File: src/hdl/mpd_pkg.sv
// Package: types, codes and constant tables of the publish deframer
package mpd_pkg;

   localparam int DEF_PREFIX_LENGTH    = 21;
   localparam int DEF_MAX_LENGTH_BYTES = 4;

   localparam int CSR_INDEX_WIDTH = 2;
   localparam int CSR_DATA_WIDTH  = 28;

   localparam logic [CSR_INDEX_WIDTH-1:0] CSR_MAX_TOPIC_LENGTH    = 2'd0;
   localparam logic [CSR_INDEX_WIDTH-1:0] CSR_STATE_PAYLOAD_LIMIT = 2'd1;
   localparam logic [CSR_INDEX_WIDTH-1:0] CSR_MAX_COVER_LENGTH    = 2'd2;
   localparam logic [CSR_INDEX_WIDTH-1:0] CSR_MIN_COVER_LENGTH    = 2'd3;

   localparam logic [7:0]  RST_MAX_TOPIC_LENGTH    = 8'd160;
   localparam logic [9:0]  RST_STATE_PAYLOAD_LIMIT = 10'd255;
   localparam logic [27:0] RST_MAX_COVER_LENGTH    = 28'd262144;
   localparam logic [15:0] RST_MIN_COVER_LENGTH    = 16'd128;

   localparam logic [7:0] JPEG_SOI_0 = 8'hff;
   localparam logic [7:0] JPEG_SOI_1 = 8'hd8;

   typedef enum logic [3:0] {
      KIND_HEADER    = 4'd0,
      KIND_LENGTH    = 4'd1,
      KIND_TOPIC_LEN = 4'd2,
      KIND_TOPIC     = 4'd3,
      KIND_PACKET_ID = 4'd4,
      KIND_STATE     = 4'd5,
      KIND_COVER     = 4'd6,
      KIND_DISCARD   = 4'd7,
      KIND_PING      = 4'd8,
      KIND_ERROR     = 4'd9
   } kind_type;

   localparam logic [3:0] PKT_TYPE_PUBLISH = 4'd3;

   typedef struct packed {
      logic [7:0]  max_topic_length;
      logic [9:0]  state_payload_limit;
      logic [27:0] max_cover_length;
      logic [15:0] min_cover_length;
   } cfg_type;

   typedef struct packed {
      kind_type    kind;
      logic [7:0]  byte_out;
      logic        in_field_name;
      logic        packet_end;
      logic        payload_end;
      logic [27:0] delivered_count;
      logic        cover_valid;
   } rsp_type;

   localparam logic [7:0] PREFIX_ROM [64] = '{
      8'h73, 8'h68, 8'h61, 8'h69, 8'h72, 8'h70, 8'h6f, 8'h72,
      8'h74, 8'h2f, 8'h6c, 8'h69, 8'h76, 8'h69, 8'h6e, 8'h67,
      8'h72, 8'h6f, 8'h6f, 8'h6d, 8'h2f, 8'h00, 8'h00, 8'h00,
      8'h00, 8'h00, 8'h00, 8'h00, 8'h00, 8'h00, 8'h00, 8'h00,
      8'h00, 8'h00, 8'h00, 8'h00, 8'h00, 8'h00, 8'h00, 8'h00,
      8'h00, 8'h00, 8'h00, 8'h00, 8'h00, 8'h00, 8'h00, 8'h00,
      8'h00, 8'h00, 8'h00, 8'h00, 8'h00, 8'h00, 8'h00, 8'h00,
      8'h00, 8'h00, 8'h00, 8'h00, 8'h00, 8'h00, 8'h00, 8'h00
   };

   localparam int COVER_NAME_LENGTH = 5;

   localparam logic [7:0] COVER_ROM [8] = '{
      8'h63, 8'h6f, 8'h76, 8'h65, 8'h72, 8'h00, 8'h00, 8'h00
   };

endpackage

File: src/hdl/mpd_csr.sv
// Configuration registers of the publish deframer
module mpd_csr (
   input  logic                                  clock,
   input  logic                                  reset,
   input  logic                                  csr_write_enable,
   input  logic [mpd_pkg::CSR_INDEX_WIDTH-1:0]   csr_index,
   input  logic [mpd_pkg::CSR_DATA_WIDTH-1:0]    csr_wdata,
   output mpd_pkg::cfg_type                      cfg
);
   import mpd_pkg::*;

   cfg_type cfg_ff;
   cfg_type cfg_in;

   always_comb begin
      cfg_in = cfg_ff;
      if (csr_write_enable) begin
         case (csr_index)
            CSR_MAX_TOPIC_LENGTH:    cfg_in.max_topic_length    = csr_wdata[7:0];
            CSR_STATE_PAYLOAD_LIMIT: cfg_in.state_payload_limit = csr_wdata[9:0];
            CSR_MAX_COVER_LENGTH:    cfg_in.max_cover_length    = csr_wdata[27:0];
            CSR_MIN_COVER_LENGTH:    cfg_in.min_cover_length    = csr_wdata[15:0];
            default:                 cfg_in = cfg_ff;
         endcase
      end
   end

   always_ff @(posedge clock) begin
      if (reset) begin
         cfg_ff.max_topic_length    <= RST_MAX_TOPIC_LENGTH;
         cfg_ff.state_payload_limit <= RST_STATE_PAYLOAD_LIMIT;
         cfg_ff.max_cover_length    <= RST_MAX_COVER_LENGTH;
         cfg_ff.min_cover_length    <= RST_MIN_COVER_LENGTH;
      end else begin
         cfg_ff <= cfg_in;
      end
   end

   assign cfg = cfg_ff;

endmodule

File: src/hdl/mpd_parser.sv
// Packet parser: per-byte state update and result register
module mpd_parser #(
   parameter int PREFIX_LENGTH    = mpd_pkg::DEF_PREFIX_LENGTH,
   parameter int MAX_LENGTH_BYTES = mpd_pkg::DEF_MAX_LENGTH_BYTES
) (
   input  logic              clock,
   input  logic              reset,
   input  logic              accept,
   input  logic              event_req,
   input  logic [7:0]        rx_byte,
   input  mpd_pkg::cfg_type  cfg,
   output mpd_pkg::rsp_type  rsp
);
   import mpd_pkg::*;

   typedef enum logic [2:0] {
      PH_HDR,
      PH_LEN,
      PH_TLEN,
      PH_TOPIC,
      PH_PID,
      PH_STATE,
      PH_COVER,
      PH_DISCARD
   } phase_type;

   localparam logic [8:0] PrefixSize   = 9'(PREFIX_LENGTH);
   localparam logic [7:0] PrefixSize8  = 8'(PREFIX_LENGTH);
   localparam logic [15:0] CoverTopic = 16'(PREFIX_LENGTH + COVER_NAME_LENGTH);
   localparam logic [2:0] MaxLenBytes = 3'(MAX_LENGTH_BYTES);

   phase_type   phase_ff, phase_in;
   logic [7:0]  flags_ff, flags_in;
   logic [27:0] remaining_ff, remaining_in;
   logic [1:0]  len_index_ff, len_index_in;
   logic [15:0] topic_size_ff, topic_size_in;
   logic [7:0]  topic_index_ff, topic_index_in;
   logic        prefix_ok_ff, prefix_ok_in;
   logic        cover_name_ff, cover_name_in;
   logic [27:0] payload_count_ff, payload_count_in;
   logic [1:0]  jpeg_ok_ff, jpeg_ok_in;
   rsp_type     rsp_ff, rsp_in;

   logic [27:0] len_shifted;
   logic [27:0] len_value;
   logic [2:0]  len_index_inc;
   logic [27:0] remaining_dec;
   logic        at_end;
   logic [7:0]  topic_index_inc;
   logic [15:0] topic_size_shift;
   logic [7:0]  cover_pos;
   logic        topic_last;
   logic [27:0] payload_inc;
   logic        is_publish;

   function automatic phase_type payload_phase(
      input logic        pm,
      input logic        cm,
      input logic [27:0] rc,
      input logic [27:0] max_cover
   );
      phase_type ph;
      if (!pm) begin
         ph = PH_DISCARD;
      end else if (cm) begin
         ph = (rc == '0 || rc > max_cover) ? PH_DISCARD : PH_COVER;
      end else begin
         ph = PH_STATE;
      end
      return ph;
   endfunction

   always_comb begin
      case (len_index_ff)
         2'd0:    len_shifted = {21'd0, rx_byte[6:0]};
         2'd1:    len_shifted = {14'd0, rx_byte[6:0], 7'd0};
         2'd2:    len_shifted = {7'd0, rx_byte[6:0], 14'd0};
         default: len_shifted = {rx_byte[6:0], 21'd0};
      endcase
   end

   assign len_value        = remaining_ff | len_shifted;
   assign len_index_inc    = {1'b0, len_index_ff} + 3'd1;
   assign remaining_dec    = (remaining_ff != '0) ? remaining_ff - 28'd1 : '0;
   assign at_end           = (remaining_dec == '0);
   assign topic_index_inc  = topic_index_ff + 8'd1;
   assign topic_size_shift = {topic_size_ff[7:0], rx_byte};
   assign cover_pos        = topic_index_ff - PrefixSize8;
   assign topic_last       = ({8'd0, topic_index_ff} + 16'd1) >= topic_size_ff;
   assign payload_inc      = payload_count_ff + 28'd1;
   assign is_publish       = (flags_ff[7:4] == PKT_TYPE_PUBLISH);

   always_comb begin
      phase_in         = phase_ff;
      flags_in         = flags_ff;
      remaining_in     = remaining_ff;
      len_index_in     = len_index_ff;
      topic_size_in    = topic_size_ff;
      topic_index_in   = topic_index_ff;
      prefix_ok_in     = prefix_ok_ff;
      cover_name_in    = cover_name_ff;
      payload_count_in = payload_count_ff;
      jpeg_ok_in       = jpeg_ok_ff;
      rsp_in           = '0;
      rsp_in.kind      = KIND_DISCARD;
      rsp_in.byte_out  = rx_byte;

      if (event_req) begin
         rsp_in.byte_out = '0;
         rsp_in.kind     = (phase_ff == PH_HDR) ? KIND_PING : KIND_ERROR;
         phase_in        = PH_HDR;
      end else begin
         case (phase_ff)
            PH_HDR: begin
               rsp_in.kind  = KIND_HEADER;
               flags_in     = rx_byte;
               remaining_in = '0;
               len_index_in = '0;
               phase_in     = PH_LEN;
            end
            PH_LEN: begin
               remaining_in = len_value;
               rsp_in.kind  = KIND_LENGTH;
               if (rx_byte[7]) begin
                  if (len_index_inc >= MaxLenBytes) begin
                     rsp_in.kind = KIND_ERROR;
                     phase_in    = PH_HDR;
                  end else begin
                     len_index_in = len_index_inc[1:0];
                  end
               end else if (is_publish && len_value >= 28'd2) begin
                  phase_in       = PH_TLEN;
                  topic_index_in = '0;
                  topic_size_in  = '0;
               end else begin
                  if (is_publish) begin
                     rsp_in.kind = KIND_ERROR;
                  end
                  if (len_value == '0) begin
                     rsp_in.packet_end = 1'b1;
                     phase_in          = PH_HDR;
                  end else begin
                     phase_in = PH_DISCARD;
                  end
               end
            end
            default: begin
               remaining_in = remaining_dec;
               case (phase_ff)
                  PH_TLEN: begin
                     rsp_in.kind    = KIND_TOPIC_LEN;
                     topic_size_in  = topic_size_shift;
                     topic_index_in = topic_index_inc;
                     if (topic_index_inc >= 8'd2) begin
                        if (topic_size_shift == '0 ||
                            topic_size_shift > {8'd0, cfg.max_topic_length} ||
                            remaining_dec < {12'd0, topic_size_shift}) begin
                           phase_in = PH_DISCARD;
                        end else begin
                           phase_in       = PH_TOPIC;
                           topic_index_in = '0;
                           prefix_ok_in   = 1'b1;
                           cover_name_in  = 1'b1;
                        end
                     end
                  end
                  PH_TOPIC: begin
                     rsp_in.kind = KIND_TOPIC;
                     if ({1'b0, topic_index_ff} < PrefixSize) begin
                        if (rx_byte != PREFIX_ROM[topic_index_ff[5:0]]) begin
                           prefix_ok_in = 1'b0;
                        end
                     end else begin
                        rsp_in.in_field_name = prefix_ok_ff;
                        if (cover_pos >= 8'(COVER_NAME_LENGTH) ||
                            rx_byte != COVER_ROM[cover_pos[2:0]]) begin
                           cover_name_in = 1'b0;
                        end
                     end
                     topic_index_in = topic_index_inc;
                     if (topic_last) begin
                        if (topic_size_ff != CoverTopic) begin
                           cover_name_in = 1'b0;
                        end
                        if (flags_ff[2:1] != 2'd0) begin
                           if (remaining_dec < 28'd2) begin
                              rsp_in.kind = KIND_ERROR;
                              phase_in    = PH_DISCARD;
                           end else begin
                              phase_in       = PH_PID;
                              topic_index_in = '0;
                           end
                        end else begin
                           payload_count_in = '0;
                           jpeg_ok_in       = '0;
                           phase_in = payload_phase(prefix_ok_in, cover_name_in,
                                                    remaining_dec, cfg.max_cover_length);
                        end
                     end
                  end
                  PH_PID: begin
                     rsp_in.kind    = KIND_PACKET_ID;
                     topic_index_in = topic_index_inc;
                     if (topic_index_inc >= 8'd2) begin
                        payload_count_in = '0;
                        jpeg_ok_in       = '0;
                        phase_in = payload_phase(prefix_ok_ff, cover_name_ff,
                                                 remaining_dec, cfg.max_cover_length);
                     end
                  end
                  PH_STATE: begin
                     if (payload_count_ff < {18'd0, cfg.state_payload_limit}) begin
                        payload_count_in       = payload_inc;
                        rsp_in.kind            = KIND_STATE;
                        rsp_in.delivered_count = payload_inc;
                        rsp_in.payload_end     =
                           (payload_inc == {18'd0, cfg.state_payload_limit}) || at_end;
                     end
                  end
                  PH_COVER: begin
                     payload_count_in = payload_inc;
                     if (payload_inc == 28'd1 && rx_byte == JPEG_SOI_0) begin
                        jpeg_ok_in[0] = 1'b1;
                     end
                     if (payload_inc == 28'd2 && rx_byte == JPEG_SOI_1) begin
                        jpeg_ok_in[1] = 1'b1;
                     end
                     rsp_in.kind            = KIND_COVER;
                     rsp_in.delivered_count = payload_inc;
                     if (at_end) begin
                        rsp_in.payload_end = 1'b1;
                        rsp_in.cover_valid =
                           (payload_inc >= {12'd0, cfg.min_cover_length}) &&
                           (jpeg_ok_in == 2'b11);
                     end
                  end
                  default: begin
                     rsp_in.kind = KIND_DISCARD;
                  end
               endcase
               if (at_end) begin
                  rsp_in.packet_end = 1'b1;
                  phase_in          = PH_HDR;
               end
            end
         endcase
      end
   end

   always_ff @(posedge clock) begin
      if (reset) begin
         phase_ff         <= PH_HDR;
         flags_ff         <= '0;
         remaining_ff     <= '0;
         len_index_ff     <= '0;
         topic_size_ff    <= '0;
         topic_index_ff   <= '0;
         prefix_ok_ff     <= 1'b1;
         cover_name_ff    <= 1'b1;
         payload_count_ff <= '0;
         jpeg_ok_ff       <= '0;
      end else if (accept) begin
         phase_ff         <= phase_in;
         flags_ff         <= flags_in;
         remaining_ff     <= remaining_in;
         len_index_ff     <= len_index_in;
         topic_size_ff    <= topic_size_in;
         topic_index_ff   <= topic_index_in;
         prefix_ok_ff     <= prefix_ok_in;
         cover_name_ff    <= cover_name_in;
         payload_count_ff <= payload_count_in;
         jpeg_ok_ff       <= jpeg_ok_in;
         rsp_ff           <= rsp_in;
      end
   end

   assign rsp = rsp_ff;

endmodule

File: src/hdl/mqtt_publish_deframer_core.sv
// Top level of the publish deframer: handshake, configuration and parser
//
//   channel | direction | handshake           | payload
//   req_    | in        | req_valid/req_stall | event_req, rx_byte
//   rsp_    | out       | rsp_valid/rsp_stall | kind, byte_out, flags, counts
//   csr_    | in        | csr_write_enable    | csr_index, csr_wdata
//
// One word in, one word out; one word per cycle while req_stall is low.
// Output is registered: parser state and result register load together.
// req_stall rises only while a result is held and rsp_stall is high.
// Synchronous reset returns the parser to expecting a fixed header.
module mqtt_publish_deframer_core #(
   parameter int PREFIX_LENGTH    = mpd_pkg::DEF_PREFIX_LENGTH,
   parameter int MAX_LENGTH_BYTES = mpd_pkg::DEF_MAX_LENGTH_BYTES
) (
   input  logic                                clock,
   input  logic                                reset,
   input  logic                                req_valid,
   output logic                                req_stall,
   input  logic                                req_event_req,
   input  logic [7:0]                          req_rx_byte,
   output logic                                rsp_valid,
   input  logic                                rsp_stall,
   output logic [3:0]                          rsp_kind,
   output logic [7:0]                          rsp_byte_out,
   output logic                                rsp_in_field_name,
   output logic                                rsp_packet_end,
   output logic                                rsp_payload_end,
   output logic [27:0]                         rsp_delivered_count,
   output logic                                rsp_cover_valid,
   input  logic                                csr_write_enable,
   input  logic [mpd_pkg::CSR_INDEX_WIDTH-1:0] csr_index,
   input  logic [mpd_pkg::CSR_DATA_WIDTH-1:0]  csr_wdata
);
   import mpd_pkg::*;

   cfg_type cfg;
   rsp_type rsp;
   logic    accept;
   logic    rsp_valid_ff, rsp_valid_in;

   assign req_stall    = rsp_valid_ff & rsp_stall;
   assign accept       = req_valid & ~req_stall;
   assign rsp_valid_in = accept | (rsp_valid_ff & rsp_stall);

   always_ff @(posedge clock) begin
      if (reset) begin
         rsp_valid_ff <= 1'b0;
      end else begin
         rsp_valid_ff <= rsp_valid_in;
      end
   end

   mpd_csr u_csr (
      .clock            (clock),
      .reset            (reset),
      .csr_write_enable (csr_write_enable),
      .csr_index        (csr_index),
      .csr_wdata        (csr_wdata),
      .cfg              (cfg)
   );

   mpd_parser #(
      .PREFIX_LENGTH    (PREFIX_LENGTH),
      .MAX_LENGTH_BYTES (MAX_LENGTH_BYTES)
   ) u_parser (
      .clock     (clock),
      .reset     (reset),
      .accept    (accept),
      .event_req (req_event_req),
      .rx_byte   (req_rx_byte),
      .cfg       (cfg),
      .rsp       (rsp)
   );

   assign rsp_valid           = rsp_valid_ff;
   assign rsp_kind            = rsp.kind;
   assign rsp_byte_out        = rsp.byte_out;
   assign rsp_in_field_name   = rsp.in_field_name;
   assign rsp_packet_end      = rsp.packet_end;
   assign rsp_payload_end     = rsp.payload_end;
   assign rsp_delivered_count = rsp.delivered_count;
   assign rsp_cover_valid     = rsp.cover_valid;

endmodule

File: config.mk
export PLATFORM = sky130hd
export DESIGN_NAME = mqtt_publish_deframer_core
export DESIGN_NICKNAME = d
export VERILOG_FILES = /design/src/hdl/mpd_pkg.sv /design/src/hdl/mpd_csr.sv /design/src/hdl/mpd_parser.sv /design/src/hdl/mqtt_publish_deframer_core.sv
export SDC_FILE = /design/constraint.sdc
export NUM_CORES = 1
export LEC_CHECK = 0
export ABC_AREA = 1
export BUFFER_PORTS_ARGS = -buffer_cell sky130_fd_sc_hd__buf_2
export CAP_MARGIN = 0
export CORE_MARGIN = 2
export CORE_UTILIZATION = 40
export CTS_CLUSTER_SIZE = 20
export DETAILED_ROUTE_END_ITERATION = 16
export HOLD_SLACK_MARGIN = 0.06
export SYNTH_ARGS = -nofsm -noshare
export SYNTH_HDL_FRONTEND = slang
export SYNTH_SLANG_ARGS = --single-unit
File: constraint.sdc
create_clock -name clock -period 6.59 [get_ports clock]
set_clock_uncertainty 0.15 [all_clocks]
set_input_delay 0.9885 -clock clock [delete_from_list [all_inputs] [get_ports clock]]
set_output_delay 0.9885 -clock clock [all_outputs]
set_load 0.05 [all_outputs]
==> qor.yml <==
clkTransAtPathRegs_ns: 0.06
status: "finished, final reports clean"
tns_ns: 0
synth_area_per_cell_sq_um: 7.021
avgViaCountPerCell: 5.523
die_h_um: 189.3
cp_slowest_cell: "nor2_1"
place_area_sq_um: 14540
finalNetCount: 2160
cts_htree_levels: 1
fin_crit_sh: 0.6628
hold_viol: 0
syn_inst: 1957
hp-class: "reg2reg"
synth.distinct_cells: 55
cp_cell_sequence: "nand3_1, nor3_2, nand2_1, xor2_1, inv_1, ha_1, nand2_1, nor2_1, nand2_1, o211ai_1, nand2_1, nand3_1, inv_1, nand2_1, nand3_2, nor2_1, inv_4, a21oi_1, a211oi_2"
die-area_sq_um: 35850
holdPathStages: 2
cts_tree: "built"
cp.required_ns: 6.86
fin_area_sq_um: 15460
syn-num-nets: 2103
netlist_area_sq_um: 13740
num_rows: 67
core-area_sq_um: 33700
clk_path_buf_depth: 3
maxSlewViolCount: 0
layout_commonest_cell: "nand2_1"
dp.cells: 2435
max_freq_mhz: 229.0
cts-root-buf: "clkbuf_16"
r2r_cells: 19
drive_above_1_share: 0.1249
final_cell_mix: "nand2_1, inv_1, nor2_1"
synthToLayoutAreaGrowth_pct: 12.53
holdBufCountCts: 0
end_kind: "flip-flop"
yosysTopAreaCell: "dfxtp_1"
cp_common_cell: "nand2_1"
n_fill_cell: 3562
power_density_nw_per_um2: 243.2
cts_made_buffers: 25
synth_seq_area_share: 0.3264
vias: 13700
ant_nets: 0
grt_max_degree: 71
cp.arrival_ns: 4.64
synth-seq-cells: 202
fin_cells: 2481
cts_setup_buffers: 0
drtPass1Iterations: 5
place_hpwl_mm: 36.20
routedWlPerCell_um: 19.49
antenna_found_initial: 3
grt_pass1_wl_mm: 74.82
slowest_delay_ns: 0.76
grt_setup_unrepaired: "no"
drtIter0Drc: 1321
cts.repair.resized: 0
cp-start-kind: "flip-flop"
grt_pass1_vias: 12610
pin_count: 90
timing.final.crit_period_ns: 4.368
setup_violations: 0
ys_warn_count: 0
ir_drop_v: 0.0001878
hold_slack_ns: 0.3118
drc: 0
max_slew.worst_pin.slew_ns: 0.9847
slew_headroom: 0.3411
synth.area.top_cells: "dfxtp_1, nand2_1, edfxtp_1, ha_1, inv_1"
port_buffers: 89
maxCapViolations: 0
overflow: 0
finalPower_uw: 3761
start_util: 0.4077
critical_path_class: "reg2reg"
die_w_um: 189.3
track_usage: 0.2687
clock_sinks: 202
leakage_uw: 0.006941
wirelength_mm: 48.36
path_max_fanout: 28
diodes: 0
clkLatencyLatePin_ns: 0.57
place_congestion: 0.9709
synth_top_area_frac: 0.2302
flip-flops by register name, summed over array words and instances (netlist names), 3 cells and up:
signal and cells:
u_csr.cfg 62, u_parser.flags_ff 6, u_parser.payload_count_ff 28, u_parser.phase_ff 3
u_parser.remaining_ff 28, u_parser.rsp 44, u_parser.topic_index_ff 8, u_parser.topic_size_ff 16
Yosys cell counts, drive strengths merged:
cell type / number
nand2: 365
inv: 260
nor2: 259
o21ai: 174
a21oi: 163
dfxtp: 158
nand3: 113
ha: 102
nor3: 55
clkbuf: 54
edfxtp: 44
nand4: 44
xor2: 29
o221a: 23
o211ai: 18
buf: 17
a31oi: 15
a211oi: 13
nor4: 12
a221oi: 5
clkinv: 5
and3: 4
a21boi: 3
o211a: 3
o21bai: 3
xnor2: 3
o2111ai: 2
o31ai: 2
or2: 2
a21o: 1
and2: 1
nand3b: 1
nor3b: 1
o221ai: 1
o22ai: 1
or3: 1
routing by layer:
metal  track usage  part of all wire
met5             0           0.00087
met4       0.07215             0.023
met3       0.04374             0.083
met2        0.3970              0.41
met1        0.4020              0.48
critical path: cells and delay by family (launching register included):
kind                     cells  cell delay (ns)
AO/OA/AOI/OAI                3             0.40
XOR/XNOR                     1             0.19
adder cells (fa/ha/maj)      1             0.29
flip-flops                   1             0.63
buffers and inverters        3             0.49
AND/OR/NAND/NOR             11             2.07
power breakdown:
| group | leakage (uW) | switching (uW) | internal [uW] |
|---|---|---|---|
| clock network | 0.000463 | 606 | 951 |
| registers | 0.00171 | 38.3 | 1310 |
| logic | 0.00477 | 600 | 252 |
| total | 0.00694 | 1240 | 2520 |
metrics by stage:
step	utilization	worst slack, ns
after detailed placement	0.4314	2.348
after global placement	0.4314	2.383
after CTS	0.4588	2.314
after global routing	0.4588	1.810
final	0.4588	2.222
after floorplan	-	2.647
path summary, 6_finish.rpt:
path,start,endpoint,slack [ns]
worst max-delay path,u_parser.topic_index_ff[2],u_parser.payload_count_ff[18],2.22
worst min-delay path,u_csr.cfg[3],u_csr.cfg[3],0.31
worst max register to register,u_parser.topic_index_ff[2],u_parser.payload_count_ff[18],2.22
worst min register to register,u_csr.cfg[3],u_csr.cfg[3],0.31
area by class of cell:
type / count / area, sq um / share of cell area
Multi-Input combinational cell: 1419 / 7959 / 0.5148
Sequential cell: 202 / 4484 / 0.2900
Inverter: 265 / 997.2 / 0.06450
Clock buffer: 33 / 738.2 / 0.04775
Tap cell: 448 / 560.5 / 0.03625
Timing Repair Buffer: 101 / 535.5 / 0.03464
Clock inverter: 13 / 186.4 / 0.01206
kinds of logic (layout without fill, tap and decap cells):
group / count (synthesis) / in the layout / synth area share
compound gates: 427 / 427 / 0.1808
xor+xnor: 32 / 32 / 0.02149
fa+ha+maj: 102 / 102 / 0.09289
buf+inv: 336 / 412 / 0.09507
flops: 202 / 202 / 0.3264
simple gates: 858 / 858 / 0.2834
Note: power is estimated with default switching activity, not from simulation.
